[src/sv/fsgg_pkg.sv]
`default_nettype none
// ----------------------------------------------------------------------------
// fsgg_pkg: shared types and constants for the feed sequence gap guard
// Table sizes, stream layouts, result codes and the command and status
// bundles that pass between the controller and the datapath.
// ----------------------------------------------------------------------------
package fsgg_pkg;

    localparam int TABLE_DEPTH = 1024;
    localparam int LENGTH_BITS = 16;

    localparam int ADDR_W  = (TABLE_DEPTH > 1) ? $clog2(TABLE_DEPTH) : 1;
    localparam int COUNT_W = $clog2(TABLE_DEPTH + 1);

    localparam int SEQ_W     = 64;
    localparam int DIGEST_W  = 64;
    localparam int LIMIT_W   = 11;
    localparam int STORED_W  = 11;
    localparam int BYTE_W    = 64;
    localparam int CFG_IDX_W = 2;
    localparam int CFG_DATA_W = 64;

    // Configuration register indexes
    localparam logic [CFG_IDX_W-1:0] REG_FIRST_KNOWN = 2'd0;
    localparam logic [CFG_IDX_W-1:0] REG_FIRST_SEQ   = 2'd1;
    localparam logic [CFG_IDX_W-1:0] REG_ENTRY_LIMIT = 2'd2;
    localparam logic [CFG_IDX_W-1:0] REG_BYTE_LIMIT  = 2'd3;

    localparam logic [LIMIT_W-1:0] ENTRY_LIMIT_RST = 11'd1024;
    localparam logic [BYTE_W-1:0]  BYTE_LIMIT_RST  = 64'd67108864;

    typedef enum logic [2:0] {
        OC_FIRST    = 3'd0,
        OC_CONTIG   = 3'd1,
        OC_GAP      = 3'd2,
        OC_DUP      = 3'd3,
        OC_CONFLICT = 3'd4,
        OC_BACKWARD = 3'd5,
        OC_POISONED = 3'd6,
        OC_CAPACITY = 3'd7
    } outcome_t;

    typedef enum logic [1:0] {
        GS_UNSEEN   = 2'd0,
        GS_TRACKING = 2'd1,
        GS_DEGRADED = 2'd2,
        GS_POISONED = 2'd3
    } guard_t;

    // Input item, last field in the lowest bits
    typedef struct packed {
        logic [DIGEST_W-1:0]    digest_word3;
        logic [DIGEST_W-1:0]    digest_word2;
        logic [DIGEST_W-1:0]    digest_word1;
        logic [DIGEST_W-1:0]    digest_word0;
        logic [LENGTH_BITS-1:0] payload_length;
        logic [SEQ_W-1:0]       sequence_req;
    } in_item_t;

    // Result item, last field in the lowest bits
    typedef struct packed {
        logic [STORED_W-1:0] stored_entries;
        logic                start_unknown_flag;
        logic [SEQ_W-1:0]    gap_end;
        logic [SEQ_W-1:0]    gap_begin;
        logic                gap_present;
        guard_t              guard_state;
        outcome_t            outcome;
    } out_item_t;

    // One stored table entry
    typedef struct packed {
        logic [4*DIGEST_W-1:0]  digest;
        logic [LENGTH_BITS-1:0] length;
        logic [SEQ_W-1:0]       seq;
    } entry_t;

    localparam int IN_BITS     = $bits(in_item_t);
    localparam int OUT_BITS    = $bits(out_item_t);
    localparam int IN_TDATA_W  = ((IN_BITS + 7) / 8) * 8;
    localparam int OUT_TDATA_W = ((OUT_BITS + 7) / 8) * 8;

    typedef struct packed {
        logic load;     // capture the accepted item
        logic eval;     // register the compare flags, open the search window
        logic rd_mid;   // read the table at the window midpoint
        logic step;     // narrow the window from the probe result
        logic rd_lo;    // read the table at the window floor
        logic check;    // classify the old sequence from the final read
        logic commit;   // update guard state and load the result register
    } cmd_t;

    typedef struct packed {
        logic lookup;   // item needs the table search
        logic more;     // search window is not empty
        logic out_free; // result register can take a new result
    } status_t;

endpackage : fsgg_pkg
`default_nettype wire

[src/sv/fsgg_ctrl.sv]
`default_nettype none
// ----------------------------------------------------------------------------
// fsgg_ctrl: sequencing controller for the feed sequence gap guard
// Steps one transaction through evaluation, the binary search over the
// entry table when the item needs it, and the final commit.
// ----------------------------------------------------------------------------
module fsgg_ctrl (
    input  wire               aclk,
    input  wire               aresetn,
    input  wire               s_tvalid,
    output logic              s_tready,
    input  fsgg_pkg::status_t status,
    output fsgg_pkg::cmd_t    cmd
);

    typedef enum logic [2:0] {
        S_IDLE,
        S_EVAL,
        S_ROUTE,
        S_SEARCH,
        S_STEP,
        S_CHECK,
        S_COMMIT
    } state_t;

    state_t state_reg;
    state_t state_next;

    always_ff @(posedge aclk) begin
        if (!aresetn) begin
            state_reg <= S_IDLE;
        end else begin
            state_reg <= state_next;
        end
    end

    always_comb begin
        state_next = state_reg;
        cmd        = '0;
        s_tready   = 1'b0;
        case (state_reg)
            S_IDLE: begin
                s_tready = 1'b1;
                if (s_tvalid) begin
                    cmd.load   = 1'b1;
                    state_next = S_EVAL;
                end
            end
            S_EVAL: begin
                cmd.eval   = 1'b1;
                state_next = S_ROUTE;
            end
            S_ROUTE: begin
                state_next = status.lookup ? S_SEARCH : S_COMMIT;
            end
            S_SEARCH: begin
                if (status.more) begin
                    cmd.rd_mid = 1'b1;
                    state_next = S_STEP;
                end else begin
                    cmd.rd_lo  = 1'b1;
                    state_next = S_CHECK;
                end
            end
            S_STEP: begin
                cmd.step   = 1'b1;
                state_next = S_SEARCH;
            end
            S_CHECK: begin
                cmd.check  = 1'b1;
                state_next = S_COMMIT;
            end
            S_COMMIT: begin
                // hold until the result register drains
                if (status.out_free) begin
                    cmd.commit = 1'b1;
                    state_next = S_IDLE;
                end
            end
            default: begin
                state_next = S_IDLE;
            end
        endcase
    end

endmodule : fsgg_ctrl
`default_nettype wire

[config.mk]
export PLATFORM = sky130hd
export DESIGN_NAME = fsgg_ctrl
export DESIGN_NICKNAME = d
export VERILOG_FILES = /design/src/sv/fsgg_pkg.sv /design/src/sv/fsgg_ctrl.sv
export SDC_FILE = /design/constraint.sdc
export NUM_CORES = 1
export LEC_CHECK = 0
export BUFFER_PORTS_ARGS = -buffer_cell sky130_fd_sc_hd__clkbuf_2
export CAP_MARGIN = 20
export CORE_AREA = 2 2 39 41
export CTS_CLUSTER_DIAMETER = 200
export DETAILED_ROUTE_END_ITERATION = 8
export DIE_AREA = 0 0 41 43
export HOLD_SLACK_MARGIN = 0.1
export PLACE_DENSITY = 0.41
export SYNTH_ARGS = -nofsm -noshare
export SYNTH_HDL_FRONTEND = slang
export SYNTH_SLANG_ARGS = --single-unit
[constraint.sdc]
create_clock -name aclk -period 1.1 [get_ports aclk]
set_input_delay 0.22 -clock aclk [delete_from_list [all_inputs] [get_ports aclk]]
set_output_delay 0.22 -clock aclk [all_outputs]
set_load 0.01 [all_outputs]
Word-level counts from Yosys, hierarchy flattened
Index checks and enable logic that the tools add are counted.
- bits in registers: 3
- bits of input ports: 6
- output and inout bits: 8
- word-level logic and storage cells: 28
- eq/ne operators: 8
- muxes and demuxes: 17
- reductions and logical operators: 2
- operator list (cell ; number):
    $pmux W3 S7 ; 1
    $mux W1 ; 13
    $eq A3 B3 Y1 const B ; 3
    $mux W3 ; 3
    $eq A3 B2 Y1 const B ; 2
    $ne A2 B2 Y1 const B ; 2
    $eq A3 B1 Y1 const B ; 1
    $logic_not A3 Y1 ; 1
    $reduce_and A2 Y1 ; 1

Logic depth before layout (Yosys ltp)
Gate-level depths: netlist (run 1).
- depth after elaboration: 3
- gate-level depth with buffers: 4
- mapped depth without buffers: 3

Worst setup path after synthesis (run 1)
No wires, ideal clock.
- path type: register -> output
- start: register state_reg[1]
- end: output cmd[6] (netlist name)
- arrival: 1.046 ns
- required time: 0.880 ns
- setup slack: -0.166 ns
- stages on the path, launching flop included: 5
- path buffers: 1
- path through: dfxtp_1 -> buf_6 -> or3_1 -> inv_1 -> and2_1
- RTL lines (what ; line ; source):
    start, declared ; fsgg_ctrl.sv:26 ; state_t state_reg;
    start signal, assigned ; fsgg_ctrl.sv:33 ; state_reg <= state_next;
    end, declared ; fsgg_ctrl.sv:13 ; output fsgg_pkg::cmd_t cmd

==> results.md, run 1 <==
- RSZ-0062 raised after global routing: true
- Post-synth EDFFs: 0
- Area share of the leading cell type in the synthesized netlist: roughly 28%
- Register share of total power: between 10% and 20%
- Final Cycle Share: 130%
- Layout cells sized above 1: about four fifths
- CTS max path bufs: 2
- HPWL after DPL: around 500 um
- Clock network latency to the later pin of the worst-skew pair: approximately 230 ps
- Final ANT Viol Nets: 0
- Count of input and output buffers: 13
- Root Buffer Master: sky130_fd_sc_hd__clkbuf_4
- Global-route usage over all layers: 8.62%
- Number of primary I/O pins: 14
- Horizontal die dimension: ~41 um
- Avg Inst Size Synth: a little over 8 sq um
- Detailed-router iteration count before antenna repair: 4
- Class of the tightest hold or removal check: in -> reg
- Diode insertion count for antenna repair: 0
- Max Slew Vio Count: 0
- GRT Residual Overflow: 0
- Global-route wire length before repair: around 960 um
- TritonCTS Sinks: 3
- Clock share of power: between 20% and 30%
- Vias in the first global route: 250
- Failing checks: setup timing
- Most frequently used flop master after synthesis: sky130_fd_sc_hd__dfxtp_1
- Post-synthesis net count: 33
- Routed length per instance: 9.99 um
- Starting Density: around 16%
- Total Wirelength: 699 um
- Worst slew margin relative to its limit: 86.8%
- Worst-case vdd ir drop: 1.03 mV
- Register bit count reported by yosys: 3
- Worst Path Arrival: 1210 ps
- Leading cell type by number of instances after synthesis: sky130_fd_sc_hd__inv_1
- Sw Ratio: roughly 33%
- Clock slew seen by the registers of the worst setup and hold paths: 40 ps
- Pin count of the biggest net entering global routing: 9
- Clock period minus worst slack: about 1400 ps
- Worst r2r dst: state_reg[0]
- Synthesis warning total: 0
- CTS tree: done
- Rows: 14
- Final count of negative-setup-slack endpoints: 10
- Area of the core: between 1000 and 1500 sq um
- R2r worst-path depth: 4
- Number of DRC markers after the initial detailed-route iteration: 2
- Net switching power figure: roughly 0.3 mW
- DP Area: around 350 sq um
- Via count of the routed design: a little over 300
- Biggest fanout along the worst timing path: 2
- Largest area contributor in the synthesized netlist: sky130_fd_sc_hd__dfxtp_1
- Number of flip-flops under the largest register name: 3
- Gate Count Post-Synth: 27
- Hold Path Sink: state_reg[1]
- DRC violations left: 0
- Post-Place Worst Slack: -116 ps
- Cts hold-fix bufs: 0
- Clock buffer count from CTS: 3
- Die area: 1760 sq um
- Design Area, Final: around 500 sq um
- Cell leakage power: between 0.2 and 0.25 nW
- Hold violation total from the final report: 0
- Deepest level of the CTS H-tree: 1
- Finished Core Util: a little over a third
- Worst hold path stage count: 3
- Total number of nets in the final design: about 60
- Critical path data required time: roughly 880 ps
- Sequential element share of the synthesized area: 27.6%
- Layout overhead on the synthesized area: 129%
- Min-delay src: aresetn
- Multi-input gate area in the final layout: around 180 sq um
- Initial antenna violation count: 0
- Maximum operating frequency: ~700 MHz
- Post-Syn Area: roughly 220 sq um
- Fillers: 146
- Startpoint class of the critical path: flip-flop
- Clock Skew: 3.07 ps
- Internal portion of total power: ~0.61 mW
- Leading cell types by total area after synthesis: sky130_fd_sc_hd__dfxtp_1 28%, sky130_fd_sc_hd__and4bb_4 7.5%, sky130_fd_sc_hd__nor3_1 6.9%
- Max-Cap Viols: 0
- Vertical die dimension: roughly 43 um
- Synth async-reset ratio: 0%
- Worst Max-Slew Pin Slew: 195 ps
- Nature of the critical path endpoint: primary output
- Sequential cell area: approximately 64 sq um
- Type of the worst setup path: reg -> out
- Top cells by instance count after synthesis: 4 x sky130_fd_sc_hd__inv_1, 3 x sky130_fd_sc_hd__dfxtp_1, 3 x sky130_fd_sc_hd__nor3_1
- Final worst slack: -333 ps
- Average via count per standard cell: 4.34
- Final RePlAce weighted congestion: 0.748
- Worst reg-to-reg setup slack: -200 ps
- Run status: finished, violations left
- Start of the worst register-to-register path: state_reg[2]
- PwrDens: roughly 1800 nW/um^2
- Comb power frac: a little over 60%
- Unique masters post-synth: 19
placed cells by master, fill, tap and decap left out, types with 3 or more instances in the layout:
cell,count
sky130_fd_sc_hd__buf_2,4
sky130_fd_sc_hd__buf_4,6
sky130_fd_sc_hd__buf_6,9
sky130_fd_sc_hd__clkbuf_2,5
sky130_fd_sc_hd__clkbuf_4,3
sky130_fd_sc_hd__dfxtp_2,3
sky130_fd_sc_hd__inv_4,3
sky130_fd_sc_hd__nor3_2,3
metrics by stage:
step           power (mW)  hold slack (ps)  std cells  TNS (ps)
2_1_floorplan       0.365              336         27      -111
3_3_place_gp        0.522              481         62      -263
3_5_place_dp        0.516              474         62      -266
4_1_cts             0.805              217         68     -1750
5_1_grt             0.961              224         70     -2090
6_report            0.906              224         70     -1690
power by group through the flow:
stage	clock network, mW	logic (mW)	registers (mW)
after floorplan	0	0.205	0.160
after global placement	0	0.373	0.149
after detailed placement	0	0.367	0.150
after CTS	0.201	0.446	0.157
after global routing	0.206	0.591	0.163
final	0.188	0.559	0.159
logic make-up after synthesis:
group / after synthesis / share of synthesized area, %
simple gates: 13 / 39.7
compound gates: 6 / 20.7
buf+inv: 5 / 12.1
flops: 3 / 27.6
cell type report:
type / instances / share of cell area [%]
clock buffer: 4 / 5.26
multi-input combinational: 19 / 35.1
inverter: 4 / 4.51
sequential: 3 / 12.8
timing repair buffer: 24 / 38.3
tap: 16 / 4.01
routing by layer:
metal | global-route usage (%) | vias to the layer above | wire (um)
met2 | 10.0 | 9 | 339
met3 | 3.14 | 2 | 39
met1 | 10.5 | 140 | 310
met5 | 0 | - | 0
li1 | - | 153 | -
met4 | 10.0 | 0 | 10
worst max-delay path, stage by stage (launching register included):
cell and delay (ps):
sky130_fd_sc_hd__dfxtp_2 310, sky130_fd_sc_hd__or3_4 400, sky130_fd_sc_hd__inv_4 60, sky130_fd_sc_hd__and2_4 120, sky130_fd_sc_hd__buf_6 90
worst max-delay path by stage:
stage / from / end / slack (ps) / cells past startpoint
2_1_floorplan: state_reg[1] / cmd[6] / -100 / 4
3_3_place_gp: state_reg[2] / cmd[6] / -110 / 4
3_5_place_dp: state_reg[2] / cmd[6] / -120 / 4
4_1_cts: state_reg[0] / cmd[6] / -360 / 4
5_1_grt: state_reg[2] / cmd[6] / -370 / 4
6_report: state_reg[2] / cmd[6] / -330 / 4
timing repair:
action                                 4_1_cts  5_1_grt
setup endpoints to repair                    9       10
endpoints found under the hold margin        0        0
setup buffers                                2        3
pin swaps                                    3        3
gates resized for setup                     13       20
No activity file was read; power rests on OpenSTA's default activity.
==> run 2: changes to the inputs <==
--- a/config.mk
+++ b/config.mk
@@ -5,7 +5,7 @@
 export SDC_FILE = /design/constraint.sdc
 export NUM_CORES = 1
 export LEC_CHECK = 0
-export BUFFER_PORTS_ARGS = -buffer_cell sky130_fd_sc_hd__clkbuf_2
+export BUFFER_PORTS_ARGS = -buffer_cell sky130_fd_sc_hd__buf_2
 export CAP_MARGIN = 20
 export CORE_AREA = 2 2 39 41
 export CTS_CLUSTER_DIAMETER = 200
==> run 2 against run 1 <==
The flow still finishes with violations (setup timing). Via count is 1.6% higher. Routed wire length grew 3.0%. Die area stayed put. Setup slack gained 3.5 ps. Clock skew fell by 2.8 ps. Utilization grew 0.81 points. Critical path type unchanged. Critical endpoint unchanged.
==> results.md, run 2 (same netlist as run 1, synthesis figures left out) <==
- DRC violations left: 0
- Clock slew seen by the registers of the worst setup and hold paths: around 40 ps
- CTS max path bufs: 2
- Routed length per instance: about 10 um
- Vias in the first global route: ~260
- Cell leakage power: 0.252 nW
- Post-Place Worst Slack: -103 ps
- Clock period minus worst slack: around 1400 ps
- Hold violation total from the final report: 0
- Failing checks: setup timing
- Rows: 14
- Area of the core: around 1400 sq um
- Most common cell after layout, fill and taps aside: sky130_fd_sc_hd__buf_2
- Count of input and output buffers: 13
- Detailed-router iteration count before antenna repair: 2
- Clock Skew: slightly above 0.3 ps
- Max-Cap Viols: 0
- Clock network latency to the later pin of the worst-skew pair: 230 ps
- Number of DRC markers after the initial detailed-route iteration: 3
- Critical path data required time: about 900 ps
- Diode insertion count for antenna repair: 0
- Average via count per standard cell: roughly 4.3
- Design Area, Final: approximately 510 sq um
- Max Slew Vio Count: 0
- Final worst slack: -329 ps
- Initial antenna violation count: 0
- Pin count of the biggest net entering global routing: 9
- Root Buffer Master: sky130_fd_sc_hd__clkbuf_4
- Class of the tightest hold or removal check: in -> reg
- Fillers: roughly 150
- Layout cells sized above 1: about four fifths
- Final Cycle Share: 130%
- Biggest fanout along the worst timing path: 2
- Global-route usage over all layers: 9.13%
- Final count of negative-setup-slack endpoints: 10
- Number of primary I/O pins: 14
- Starting Density: ~16%
- Worst Max-Slew Pin Slew: 157 ps
- TritonCTS Sinks: 3
- Cts hold-fix bufs: 0
- Horizontal die dimension: 41 um
- Total Wirelength: ~720 um
- Die area: ~1800 sq um
- Type of the worst setup path: reg -> out
- GRT Residual Overflow: 0
- Global-route wire length before repair: approximately 1100 um
- Final RePlAce weighted congestion: between 0.6 and 0.7
- Worst Path Arrival: about 1200 ps
- Number of flip-flops under the largest register name: 3
- Startpoint class of the critical path: flip-flop
- PwrDens: between 1500 and 2000 nW/um^2
- Run status: finished, violations left
- Layout overhead on the synthesized area: 134%
- DP Area: 347 sq um
- Finished Core Util: a little under two fifths
- CTS tree: done
- Most frequent cells in the layout: 9 x sky130_fd_sc_hd__buf_2, 8 x sky130_fd_sc_hd__buf_6, 8 x sky130_fd_sc_hd__buf_4
- Worst slew margin relative to its limit: roughly nine tenths
- Sequential cell area: roughly 64 sq um
- RSZ-0062 raised after global routing: true
- Deepest level of the CTS H-tree: 1
- Vertical die dimension: 43 um
- Multi-input gate area in the final layout: about 170 sq um
- Nature of the critical path endpoint: primary output
- Final ANT Viol Nets: 0
- Maximum operating frequency: 700 MHz
- Total number of nets in the final design: 63
- Clock buffer count from CTS: 3
- Worst-case vdd ir drop: slightly below 0.8 mV
- Summed negative setup slack over all endpoints: -2200 ps
- Via count of the routed design: 309
==> run 2: worst max-delay path: stages (launching register included) <==
cell                      delay, ps
sky130_fd_sc_hd__dfxtp_2        310
sky130_fd_sc_hd__or3_4          400
sky130_fd_sc_hd__inv_4           60
sky130_fd_sc_hd__and2_4         120
sky130_fd_sc_hd__buf_6           90
==> run 2: metal layers <==
| layer | share of wire, % | wire length, um | GRT usage [%] |
|---|---|---|---|
| met4 | 1.9 | 14 | 6.00 |
| met1 | 48 | 343 | 12.8 |
| met3 | 4.9 | 35 | 1.57 |
| met2 | 45 | 326 | 12.2 |
| met5 | 0 | 0 | 0 |
==> run 2: metrics by stage <==
stage / hold slack (ps) / instances / power [mW]
after floorplan: 336 / 27 / 0.365
after global placement: 484 / 61 / 0.510
after detailed placement: 471 / 61 / 0.511
after CTS: 215 / 68 / 0.816
after global routing: 219 / 72 / 0.965
final: 221 / 72 / 0.897
==> run 2: final cells by class <==
cell class / instances / area share [%]
Timing Repair Buffer: 26 / 41.2
Multi-Input combinational cell: 19 / 32.8
Sequential cell: 3 / 12.5
Clock buffer: 4 / 5.15
Inverter: 4 / 4.41
Tap cell: 16 / 3.92
==> run 2: worst paths after layout <==
| check | to | slack, ps | cells past startpoint | from |
|---|---|---|---|---|
| max | cmd[6] | -330 | 4 | state_reg[1] |
| min | state_reg[1] | 220 | 3 | aresetn |
| max reg2reg | state_reg[0] | -200 | 5 | state_reg[1] |
| min reg2reg | state_reg[2] | 710 | 4 | state_reg[2] |
==> run 2: what timing repair did <==
item / 4_1_cts / 5_1_grt
gates resized for setup: 15 / 11
buffers inserted: 3 / 5
endpoints found under the setup margin: 10 / 10
pin swaps: 5 / 4
==> run 2: where the power goes <==
part / switching [mW] / total, mW / internal [mW]
clock network: 0.0585 / 0.195 / 0.136
logic: 0.229 / 0.551 / 0.322
registers: 0.0134 / 0.152 / 0.139
==> run 3: changes to the inputs <==
--- a/config.mk
+++ b/config.mk
@@ -5,14 +5,17 @@
 export SDC_FILE = /design/constraint.sdc
 export NUM_CORES = 1
 export LEC_CHECK = 0
+export ABC_CLOCK_PERIOD_IN_PS = 1100
 export BUFFER_PORTS_ARGS = -buffer_cell sky130_fd_sc_hd__buf_2
 export CAP_MARGIN = 20
+export CELL_PAD_IN_SITES_DETAIL_PLACEMENT = 1
+export CELL_PAD_IN_SITES_GLOBAL_PLACEMENT = 1
 export CORE_AREA = 2 2 39 41
 export CTS_CLUSTER_DIAMETER = 200
 export DETAILED_ROUTE_END_ITERATION = 8
 export DIE_AREA = 0 0 41 43
 export HOLD_SLACK_MARGIN = 0.1
-export PLACE_DENSITY = 0.41
+export PLACE_DENSITY = 0.54
 export SYNTH_ARGS = -nofsm -noshare
 export SYNTH_HDL_FRONTEND = slang
 export SYNTH_SLANG_ARGS = --single-unit
==> run 3 against run 2 <==
The flow still finishes with violations (setup timing). Sequential cell count did not move. Setup slack got worse by 18 ps. Die area stayed put. Cell count is 1.4% lower. Worst hold slack gained 21 ps. Clock-buffer cell count unchanged. Combinational power increased by 4.4%. Routed wire length increased by 18%.
==> results.md, run 3 (same netlist as run 1, synthesis figures left out) <==
- Deepest level of the CTS H-tree: 1
- Post-Route M1 WL: about 350 um
- R2r worst-path depth: 4
- Vertical die dimension: between 40 and 50 um
- Most frequent cells in the layout: 10 x sky130_fd_sc_hd__buf_6, 9 x sky130_fd_sc_hd__buf_2, 6 x sky130_fd_sc_hd__buf_4
- PwrDens: ~1800 nW/um^2
- Final count of negative-setup-slack endpoints: 11
- Placed cell count: 62
- Number of flip-flops under the largest register name: 3
- Average via count per standard cell: approximately 4.5
- Final Cycle Share: 132%
- Via count of the routed design: about 320
- Non-filler instance count after layout: roughly 70
- Diode insertion count for antenna repair: 0
- Global-route wire length before repair: around 1300 um
- Hold Path Sink: state_reg[1]
- Finished Core Util: 37.1%
- Clock network latency to the later pin of the worst-skew pair: approximately 230 ps
- Failing checks: setup timing
- Type of the worst setup path: reg -> out
- Min Hold Slack: 242 ps
- Clock buffer count from CTS: 3
- Clock Skew: 1.03 ps
- Biggest fanout along the worst timing path: 2
- Area of the core: around 1400 sq um
- Maximum operating frequency: a little under 700 MHz
- RSZ-0062 raised after global routing: true
- Worst-case vdd ir drop: approximately 0.8 mV
- Run status: finished, violations left
- GRT Residual Overflow: 0
- Critical path data required time: between 800 and 900 ps
- Min-delay src: aresetn
- Worst hold path stage count: 3
- Worst reg-to-reg setup slack: -180 ps
- DRC violations left: 0
- CTS max path bufs: 2
- Worst slew margin relative to its limit: ~90%
- Final ANT Viol Nets: 0
- Routed length per instance: between 10 and 15 um
- Worst r2r dst: state_reg[0]
- Most common cell after layout, fill and taps aside: sky130_fd_sc_hd__buf_6
- Die area: between 1500 and 2000 sq um
- CTS tree: done
- Number of primary I/O pins: 14
- Class of the tightest hold or removal check: in -> reg
- Cts hold-fix bufs: 0
- Global-route usage over all layers: 10.9%
- Total number of nets in the final design: 62
- TritonCTS Sinks: 3
- Horizontal die dimension: ~41 um
- Max-Cap Viols: 0
- Layout overhead on the synthesized area: 136%
- Final worst slack: -347 ps
- Pin count of the biggest net entering global routing: 9
- Final RePlAce weighted congestion: just under 0.7
- Post-Place Worst Slack: -108 ps
- Worst Path Arrival: approximately 1200 ps
- Hold violation total from the final report: 0
- Initial antenna violation count: 0
- Clock period minus worst slack: 1450 ps
- Routed wl met3: slightly below 60 um
- Sequential cell area: about 64 sq um
- Vias in the first global route: approximately 320
- Number of DRC markers after the initial detailed-route iteration: 4
- Max Slew Vio Count: 0
- Fillers: 177
- Start of the worst register-to-register path: state_reg[0]
- Multi-input gate area in the final layout: about 180 sq um
- Layout cells sized above 1: between 70% and 80%
- Met2 WL: roughly 440 um
- HPWL after DPL: between 500 and 600 um
- Cell leakage power: 0.249 nW
- Clock slew seen by the registers of the worst setup and hold paths: about 40 ps
- Top layer reached by signal wires: met3
- Starting Density: 15.7%
- Count of input and output buffers: 13
- Rows: 14
- Startpoint class of the critical path: flip-flop
- Root Buffer Master: sky130_fd_sc_hd__clkbuf_4
- Detailed-router iteration count before antenna repair: 2
- Total Wirelength: ~850 um
- Worst Max-Slew Pin Slew: between 100 and 150 ps
- Nature of the critical path endpoint: primary output
[run 3: repair_timing]
| item | CTS | global route |
|---|---|---|
| buffers inserted | 3 | 4 |
| endpoints found under the setup margin | 10 | 11 |
| pin swaps | 5 | 3 |
| gates resized for setup | 19 | 6 |
[run 3: through the flow]
step | total power [mW] | setup TNS [ps] | instance area (sq um)
floorplan | 0.365 | -111 | 228
global placement | 0.521 | -224 | 354
detailed placement | 0.521 | -220 | 354
CTS | 0.848 | -2090 | 478
global route | 1.00 | -2720 | 513
finish | 0.928 | -2160 | 513
[run 3: worst max path at each step]
stage          depth (start not counted)  slack (ps)         start  endpoint
6_report                               4        -350  state_reg[0]    cmd[6]
5_1_grt                                4        -390  state_reg[0]    cmd[6]
2_1_floorplan                          4        -100  state_reg[1]    cmd[6]
3_3_place_gp                           4         -90  state_reg[2]    cmd[6]
4_1_cts                                4        -350  state_reg[0]    cmd[6]
3_5_place_dp                           4        -110  state_reg[2]    cmd[6]
[run 3: metal layers]
metal  vias up  GRT usage (%)
met5         -              0
met4         0           6.00
met3         0           1.57
met2        12           17.5
met1       149           13.1
li1        156              -
[run 3: layout make-up]
class | count | area share, %
timing repair buffer | 25 | 39.5
clock buffer | 4 | 5.12
sequential | 3 | 12.4
inverter | 4 | 3.90
multi-input combinational | 19 | 35.1
tap | 16 | 3.90
[run 3: report_power, final]
group	switching, mW	internal (mW)	leakage, nW
Clock	0.0590	0.136	0.0150
Sequential	0.0193	0.139	0.0258
Combinational	0.237	0.338	0.208
[run 3: critical path: stages, from the launching register on]
cell and delay [ps]:
sky130_fd_sc_hd__dfxtp_2 310, sky130_fd_sc_hd__or3_4 400, sky130_fd_sc_hd__inv_4 60, sky130_fd_sc_hd__and2_4 130
sky130_fd_sc_hd__buf_6 90
